File: src/design/sorted_set_store_unit_assert.svh
// Assertion helpers for the sorted set store.
`ifndef SORTED_SET_STORE_UNIT_ASSERT_SVH
`define SORTED_SET_STORE_UNIT_ASSERT_SVH

// Same-cycle implication, checked out of reset.
`define SSU_ASSERT_IMP(label, cond, prop) \
    label: assert property (@(posedge i_clk) disable iff (!i_rst_n) (cond) |-> (prop)) \
        else $error("sorted set store: check failed");

// Next-cycle implication, checked out of reset.
`define SSU_ASSERT_NEXT(label, cond, prop) \
    label: assert property (@(posedge i_clk) disable iff (!i_rst_n) (cond) |=> (prop)) \
        else $error("sorted set store: check failed");

`endif

File: src/design/ssu_pkg.sv
package ssu_pkg;

    localparam int CAPACITY   = 16;
    localparam int DATA_WIDTH = 32;
    localparam int CNT_W      = $clog2(CAPACITY + 1);
    localparam int MODE_W     = 2;
    localparam int VALUE_W    = 32;
    localparam int STATUS_W   = 3;
    localparam int COUNT_W    = 5;

    localparam logic [MODE_W-1:0] MODE_INSERT = 2'd0;
    localparam logic [MODE_W-1:0] MODE_LOOKUP = 2'd1;
    localparam logic [MODE_W-1:0] MODE_CLEAR  = 2'd2;

    typedef enum logic [STATUS_W-1:0] {
        ST_INSERTED  = 3'd0,
        ST_DUPLICATE = 3'd1,
        ST_FULL      = 3'd2,
        ST_FOUND     = 3'd3,
        ST_NOT_FOUND = 3'd4,
        ST_EMPTY     = 3'd5,
        ST_CLEARED   = 3'd6
    } t_status;

    typedef logic signed [DATA_WIDTH-1:0] t_data;

    typedef struct packed {
        logic [MODE_W-1:0]         mode;
        logic signed [VALUE_W-1:0] value;
    } t_in_item;

    typedef struct packed {
        logic [STATUS_W-1:0] status;
        logic [COUNT_W-1:0]  count;
    } t_out_item;

    // Broadcast from the controller to every cell.
    typedef struct packed {
        logic cmp;  // latch compare flags against the key
        logic ins;  // commit an insert at the located slot
    } t_cell_ctl;

    // Sign-extend the input value, then keep the low DATA_WIDTH bits.
    function automatic t_data make_key(logic signed [VALUE_W-1:0] value);
        logic signed [63:0] ext;
        ext = 64'(value);
        return t_data'(ext[DATA_WIDTH-1:0]);
    endfunction

endpackage

File: src/design/sorted_set_store_unit.sv
// Sorted set store: keeps up to CAPACITY signed values in descending order with no
// duplicates, in a row of compare-and-shift cells. Each item is an insert, a lookup
// or a clear (mode 3 acts as a lookup) and yields one result with a status and the
// count after the operation. Each item passes through S_CMP, which latches the compare flags
// in every cell, then S_UPD, which resolves them and shifts the cells on an insert; a new item
// is taken in the cycle the previous result is written, whatever the fill, unless the result
// register is held by the consumer.
`include "sorted_set_store_unit_assert.svh"

module sorted_set_store_unit
    import ssu_pkg::*;
(
    input  logic      i_clk,
    input  logic      i_rst_n,
    input  logic      i_in_valid,
    output logic      o_in_ready,
    input  t_in_item  i_in_item,
    output logic      o_out_valid,
    input  logic      i_out_ready,
    output t_out_item o_out_item
);

    typedef enum logic [2:0] {
        S_IDLE = 3'b001,
        S_CMP  = 3'b010,
        S_UPD  = 3'b100
    } t_state;

    t_state            r_state, n_state;
    logic [MODE_W-1:0] r_mode;
    t_data             r_key;
    logic [CNT_W-1:0]  r_count, n_count;
    logic              r_out_valid;
    t_out_item         r_out_item;
    t_status           n_status;

    logic      out_can;
    logic      accept;
    logic      commit;
    logic      dup;
    logic      full;
    logic      do_ins;
    t_cell_ctl cell_ctl;

    t_data               w_value [CAPACITY];
    logic [CAPACITY-1:0] w_gt;
    logic [CAPACITY-1:0] w_eq;

    assign out_can    = !r_out_valid || i_out_ready;
    assign o_in_ready = (r_state == S_IDLE) || ((r_state == S_UPD) && out_can);
    assign accept     = i_in_valid && o_in_ready;
    assign commit     = (r_state == S_UPD) && out_can;

    assign dup    = |w_eq;
    assign full   = (r_count == CNT_W'(CAPACITY));
    assign do_ins = commit && (r_mode == MODE_INSERT) && !dup && !full;

    assign cell_ctl.cmp = (r_state == S_CMP);
    assign cell_ctl.ins = do_ins;

    for (genvar g = 0; g < CAPACITY; g++) begin : g_cell
        if (g == 0) begin : g_head
            ssu_cell u_cell (
                .i_clk        (i_clk),
                .i_ctl        (cell_ctl),
                .i_occ        (r_count > CNT_W'(g)),
                .i_key        (r_key),
                .i_left_value (r_key),
                .i_left_gt    (1'b1),
                .o_value      (w_value[g]),
                .o_gt         (w_gt[g]),
                .o_eq         (w_eq[g])
            );
        end else begin : g_body
            ssu_cell u_cell (
                .i_clk        (i_clk),
                .i_ctl        (cell_ctl),
                .i_occ        (r_count > CNT_W'(g)),
                .i_key        (r_key),
                .i_left_value (w_value[g-1]),
                .i_left_gt    (w_gt[g-1]),
                .o_value      (w_value[g]),
                .o_gt         (w_gt[g]),
                .o_eq         (w_eq[g])
            );
        end
    end

    always_comb begin
        n_count  = r_count;
        n_status = ST_NOT_FOUND;
        case (r_mode)
            MODE_CLEAR: begin
                n_count  = '0;
                n_status = ST_CLEARED;
            end
            MODE_INSERT: begin
                if (dup) begin
                    n_status = ST_DUPLICATE;
                end else if (full) begin
                    n_status = ST_FULL;
                end else begin
                    n_count  = r_count + 1'b1;
                    n_status = ST_INSERTED;
                end
            end
            default: begin
                if (r_count == '0) begin
                    n_status = ST_EMPTY;
                end else if (dup) begin
                    n_status = ST_FOUND;
                end else begin
                    n_status = ST_NOT_FOUND;
                end
            end
        endcase
    end

    always_comb begin
        n_state = r_state;
        case (r_state)
            S_IDLE: begin
                if (accept) begin
                    n_state = S_CMP;
                end
            end
            S_CMP: begin
                n_state = S_UPD;
            end
            S_UPD: begin
                // Hold while the previous result still waits.
                if (out_can) begin
                    n_state = accept ? S_CMP : S_IDLE;
                end
            end
            default: begin
                n_state = S_IDLE;
            end
        endcase
    end

    always_ff @(posedge i_clk) begin
        if (!i_rst_n) begin
            r_state     <= S_IDLE;
            r_count     <= '0;
            r_out_valid <= 1'b0;
        end else begin
            r_state <= n_state;
            if (commit) begin
                r_count     <= n_count;
                r_out_valid <= 1'b1;
            end else if (i_out_ready) begin
                r_out_valid <= 1'b0;
            end
        end
    end

    always_ff @(posedge i_clk) begin
        if (accept) begin
            r_mode <= i_in_item.mode;
            r_key  <= make_key(i_in_item.value);
        end
        if (commit) begin
            r_out_item.status <= n_status;
            r_out_item.count  <= COUNT_W'(n_count);
        end
    end

    assign o_out_valid = r_out_valid;
    assign o_out_item  = r_out_item;

    `SSU_ASSERT_IMP(a_count_bound, 1'b1, r_count <= CNT_W'(CAPACITY))
    `SSU_ASSERT_IMP(a_no_take_in_cmp, r_state == S_CMP, !o_in_ready)
    `SSU_ASSERT_IMP(a_result_from_upd, $rose(r_out_valid), $past(r_state == S_UPD))
    `SSU_ASSERT_NEXT(a_insert_grows, do_ins, r_count == $past(r_count) + 1'b1)

endmodule

File: src/design/ssu_cell.sv
module ssu_cell
    import ssu_pkg::*;
(
    input  logic      i_clk,
    input  t_cell_ctl i_ctl,
    input  logic      i_occ,
    input  t_data     i_key,
    input  t_data     i_left_value,
    input  logic      i_left_gt,
    output t_data     o_value,
    output logic      o_gt,
    output logic      o_eq
);

    t_data r_value;
    logic  r_gt;
    logic  r_eq;

    always_ff @(posedge i_clk) begin
        if (i_ctl.cmp) begin
            r_gt <= i_occ && (r_value > i_key);
            r_eq <= i_occ && (r_value == i_key);
        end
        // Larger entries hold; the first smaller slot takes the key, the rest shift down.
        if (i_ctl.ins && !r_gt) begin
            r_value <= i_left_gt ? i_key : i_left_value;
        end
    end

    assign o_value = r_value;
    assign o_gt    = r_gt;
    assign o_eq    = r_eq;

endmodule

File: config.mk
export PLATFORM = sky130hd
export DESIGN_NAME = sorted_set_store_unit
export DESIGN_NICKNAME = d
export VERILOG_FILES = /design/src/design/ssu_pkg.sv /design/src/design/sorted_set_store_unit.sv /design/src/design/ssu_cell.sv
export VERILOG_INCLUDE_DIRS = /design/src /design/src/design
export SDC_FILE = /design/constraint.sdc
export NUM_CORES = 2
export LEC_CHECK = 0
export BUFFER_PORTS_ARGS = -buffer_cell sky130_fd_sc_hd__buf_2
export CORE_ASPECT_RATIO = 2
export CORE_MARGIN = 2
export CORE_UTILIZATION = 55
export CTS_CLUSTER_DIAMETER = 30
export DETAILED_ROUTE_END_ITERATION = 12
export PLACE_DENSITY = 0.67
export REMOVE_ABC_BUFFERS = 1
export SKIP_LAST_GASP = 1
export SLEW_MARGIN = 20
export SYNTH_ARGS = -nofsm -noshare
export SYNTH_HDL_FRONTEND = slang
export SYNTH_HIERARCHICAL = 1
export SYNTH_SLANG_ARGS = --single-unit
File: constraint.sdc
create_clock -name i_clk -period 5.8 [get_ports i_clk]
set_input_delay 0.87 -clock i_clk [delete_from_list [all_inputs] [get_ports i_clk]]
set_output_delay 0.87 -clock i_clk [all_outputs]
set_load 0.01 [all_outputs]
Word-level counts from Yosys, hierarchy flattened
Cells that the tools add are included.
Widths: inputs -> output; s select.

word-level totals
  register bits after elaboration = 595
  bits of input ports = 38
  word-level logic and storage cells = 219

cells by class
  $add $sub $neg = 1
  $lt $le $gt $ge = 32
  eq/ne operators = 23
  mux-type cells = 29
  reductions and logical operators = 79

operators with widths
  cell                 number
  $eq 32x32->1         16
  $gt 32x32->1         16
  $mux 32              15
  $logic_and 1x1->1    53
  $gt 5x4->1 const B   8
  $gt 5x3->1 const B   4
  $logic_not 1->1      19
  $reduce_or 16->1     1
  $mux 3               4
  $gt 5x1->1 const B   2
  $gt 5x2->1 const B   2
  $mux 5               2
  $pmux 5 s2           1
  $pmux 3 s3           1
  $mux 2               3
  $pmux 3 s2           1
  $add 5x1->5 const B  1
  $eq 5x5->1 const B   1
  $logic_not 5->1      1
  $ne 2x2->1 const B   2
  $eq 3x1->1 const B   1
  $eq 3x2->1 const B   1
  $eq 3x3->1 const B   1
  $eq 2x2->1 const B   1
  5 further kinds      7

Logic depth before layout (Yosys ltp)
  word-level depth = 8
  gate-level depth with buffers = 8

By module
Netlist, hierarchy kept.

by module, submodules not included
  module                 times used  cells an instance  area each (um^2)  sequential area each (um^2)
  ssu_cell               16          188                2,240.9           1,021.0
  sorted_set_store_unit  1           176                2,229.6           1,441.4

Worst setup path before layout
OpenSTA, ideal clock, no wires.

  path type = in2reg
  start = input port i_out_ready
  end = register g_cell[15].g_body.u_cell.r_value[0], enable pin
  arrival = 3,390 ps
  required time = 5,375 ps
  slack = 1,985 ps
  stages on the path = 6
  cells stage by stage = nand2b_1 > nand2_1 > inv_1 > nand3_4 > nor2_1 > nor2b_1

RTL lines
  item                    line                         source
  start: declaration      sorted_set_store_unit.sv:19  input logic i_out_ready,
  end signal: assignment  ssu_cell.sv:26               r_value <= i_left_gt ? i_key : i_left_value;
  end: declaration        ssu_cell.sv:15               t_data r_value;

Worst setup path after layout
  start = register r_key[22]
  end = register g_cell[13].g_body.u_cell.r_gt (data pin)

on the way
  longest elaborated chain between the ends = 2

RTL lines
  item                      line                          source
  start: declaration        sorted_set_store_unit.sv:31   t_data r_key;
  start signal: assignment  sorted_set_store_unit.sv:161  r_key <= make_key(i_in_item.value);
  $gt 32x32->1              ssu_cell.sv:21                r_gt <= i_occ && (r_value > i_key);
  $logic_and 1x1->1         ssu_cell.sv:21
  end signal: assignment    ssu_cell.sv:21
  end: declaration          ssu_cell.sv:16                logic r_gt;

No other way between the ends.
A chain may end at the register's enable or synchronous reset.

==> flow_summary_export.csv <==
group,metric,value,unit
sta,tns,0,ns
clock_tree,root_buffer,"clkbuf_16",
clock_tree,clkLatencyLatePin,0.67,ns
logic_synthesis,yosysSeqAreaShare,46.7,%
layout,final_util,63.2,%
global_route,grt-ovfl-total,0,
critical_path,critPathRequiredTime,6.20,ns
layout,final_layout_size_suffix_gt1_share,20.7,%
route,ant_nets,0,
floorplan,rows,136,
sta,setup_viol,0,
critical_path,crit_fanout,33,
place,dp.final_hpwl,73.7,mm
route,drtIter0Drc,997,
critical_path,cp-start-kind,"flip-flop",
sta,finalCritPeriodShare,58.7,%
global_route,grt_antenna_before_repair,2,
critical_path,worstPathArrival,3.81,ns
clock_tree,clockBufferDepth,3,
route,avgViaCountPerCell,5.82,
route,drc,0,
layout,layout_commonest_cell,"edfxtp_1",
route,wl_per_cell,22.2,um
clock_tree,clkTransAtPathRegs,0.06,ns
layout,area_delta_synth_final,13.7,%
logic_synthesis,synth-seq-cells,595,
floorplan,die_width,190,um
critical_path,crit_family,"flip-flops",
critical_path,max_stage_delay,1.07,ns
floorplan,fp.coreArea,68600,um^2
layout,final_cell_mix,"edfxtp_1 (586), inv_1 (533), ha_1 (517)",
sta,finalHoldViolations,0,
clock_tree,post_cts_buffers,0,
logic_synthesis,synth_ff_type,"edfxtp_1",
sta,rsz0062_at_grt,"no",
pwr,p_leak,0.0185,uW
logic_synthesis,ys.warnings.count,6,
pwr,power_density,273,nW/um^2
floorplan,die_y,376,um
place,numPlacedInstances,4117,
logic_synthesis,synth_cell_types,50,
sta,relSlewSlack,27.5,%
pwr,peakVddDrop,0.283,mV
place,portBuffers,47,
global_route,grt_pass1_wl,147,mm
layout,nNetsFinal,3886,
critical_path,worstSetupPathType,"flip-flop to flip-flop",
sta,fin_skew,0.0278,ns
logic_synthesis,synth_edf_count,586,
status,status,"finished, final reports clean",
logic_synthesis,synthCells,3184,
layout,stdcell_count,4313,
hold_path,hp-class,"input port to flip-flop",
clock_tree,hold_buffers,0,
global_route,grt_pass1_vias,27700,
layout,n_fill_cell,5224,
clock_tree,cts_resized,0,
sta,layout_min_cycle_time,3.41,ns
place,routabilityCongestion,0.898,
global_route,grt_max_degree,35,
critical_path,cp.buffers_inverters,1,
clock_tree,cts_tree,"yes",
sta,tightest_slew,1.09,ns
clock_tree,cts.sinks,595,
logic_synthesis,netlist_area,38100,um^2
route,via_count,25100,
clock_tree,numCtsBuffers,100,
critical_path,slowest_stage,"edfxtp_1",
route,first_pass_iters,5,
logic_synthesis,syn_area_per_cell,12.0,um^2
floorplan,dieArea,71500,um^2
critical_path,cp-end-kind,"flip-flop",
floorplan,ios,48,
flow_run,maxCapViolCount,0,
logic_synthesis,synth-async-reset-ratio,0,%
global_route,grt_use_total,27.2,%
route,drt_wl_total,95.7,mm
sta,slew_violations,0,
floorplan,start_util,55.5,%
critical_path,path_cells,"inv_1 > ha_1 > and4_1 > a221o_1 > a2111oi_2 > nand2_1 > mux2i_1",
sta,fmax,0.294,GHz
clock_tree,htreeDepth,3,
cell usage after synthesis, types with 33 or more instances:
master	number	area, um^2
nand4_1	65	407
edfxtp_1	586	17600
a21oi_1	167	836
nor2_1	77	289
mux2_1	176	1980
nand2_1	128	480
and4_1	33	289
inv_1	533	2000
a21o_1	48	360
buf_1	48	180
a21oi_2	33	289
nor2b_1	55	344
nand3_1	99	495
ha_1	517	6470
mux2_2	336	3780
stage by stage:
step | instance area [um^2] | hold slack [ns] | setup slack (ns) | total power (uW)
4_1_cts | 43100 | 0.327 | 2.35 | 11900
5_1_grt | 43300 | 0.350 | 2.16 | 12200
3_3_place_gp | 39600 | 0.541 | 2.39 | 5760
3_5_place_dp | 39700 | 0.546 | 2.33 | 5820
6_report | 43300 | 0.374 | 2.39 | 11800
2_1_floorplan | 37800 | 0.480 | 1.98 | 5500
kinds of logic (layout without fill, tap and decap cells):
group	Yosys count	in the layout	synth area share, %
AO/OA/AOI/OAI	408	408	7.30
XOR/XNOR	1	1	0.0230
adder cells (fa/ha/maj)	517	517	17.0
buffers and inverters	604	834	5.98
flip-flops	595	595	46.7
multiplexers	530	530	15.6
other	1	3	0.00985
AND/OR/NAND/NOR	528	528	7.42
cell type report:
type	count	area, um^2	area share [%]
antenna	2	5.00	0.0116
clock buffer	113	2640	6.08
clock inverter	72	817	1.89
inverter	535	2010	4.64
multi-input combinational	1985	18100	41.7
sequential	595	17800	41.0
tap	897	1120	2.59
timing repair buffer	114	863	1.99
power breakdown:
group	internal, uW	switching (uW)	total (uW)
clock network	3840	2220	6070
logic	405	570	975
registers	4740	46.0	4780
path summary, 6_finish.rpt:
path	from	end	slack [ns]	cells after the start
hold reg to reg	g_cell[13].g_body.u_cell/o_value[15]$_DFFE_PP_	g_cell[14].g_body.u_cell/o_value[15]$_DFFE_PP_	0.56	1
hold / removal	i_in_item[27]	r_key[27]$_DFFE_PP_	0.37	1
setup / recovery	r_key[22]$_DFFE_PP_	g_cell[13].g_body.u_cell/o_gt$_DFFE_PP_	2.39	7
setup reg to reg	r_key[22]$_DFFE_PP_	g_cell[13].g_body.u_cell/o_gt$_DFFE_PP_	2.39	7
worst reg2reg max path, cell delays in order (launching register included):
cell and delay, ns:
edfxtp_1 1.07, inv_1 0.14, ha_1 0.36, and4_1 0.36, a221o_1 0.54, a2111oi_2 0.41, nand2_1 0.13, mux2i_1 0.13
sequential cells by signal, summed over array words and instances, names as in the netlist, 2 cells and up:
signal,count
g_cell.g_body.u_cell/o_eq,15
r_key,32
r_mode,2
o_out_item,8
r_count,5
g_cell.g_body.u_cell/o_gt,15
g_cell.g_head.u_cell/o_value,32
r_state,3
g_cell.g_body.u_cell/o_value,480
layer usage:
| layer | vias up | wire length [um] | global-route usage (%) |
|---|---|---|---|
| met5 | - | 0 | 0 |
| met4 | 0 | 11200 | 27.7 |
| met3 | 336 | 2530 | 3.67 |
| met2 | 520 | 54200 | 54.0 |
| met1 | 12200 | 27800 | 21.2 |
| li1 | 12000 | - | - |
(Power assumes the default switching activity.)
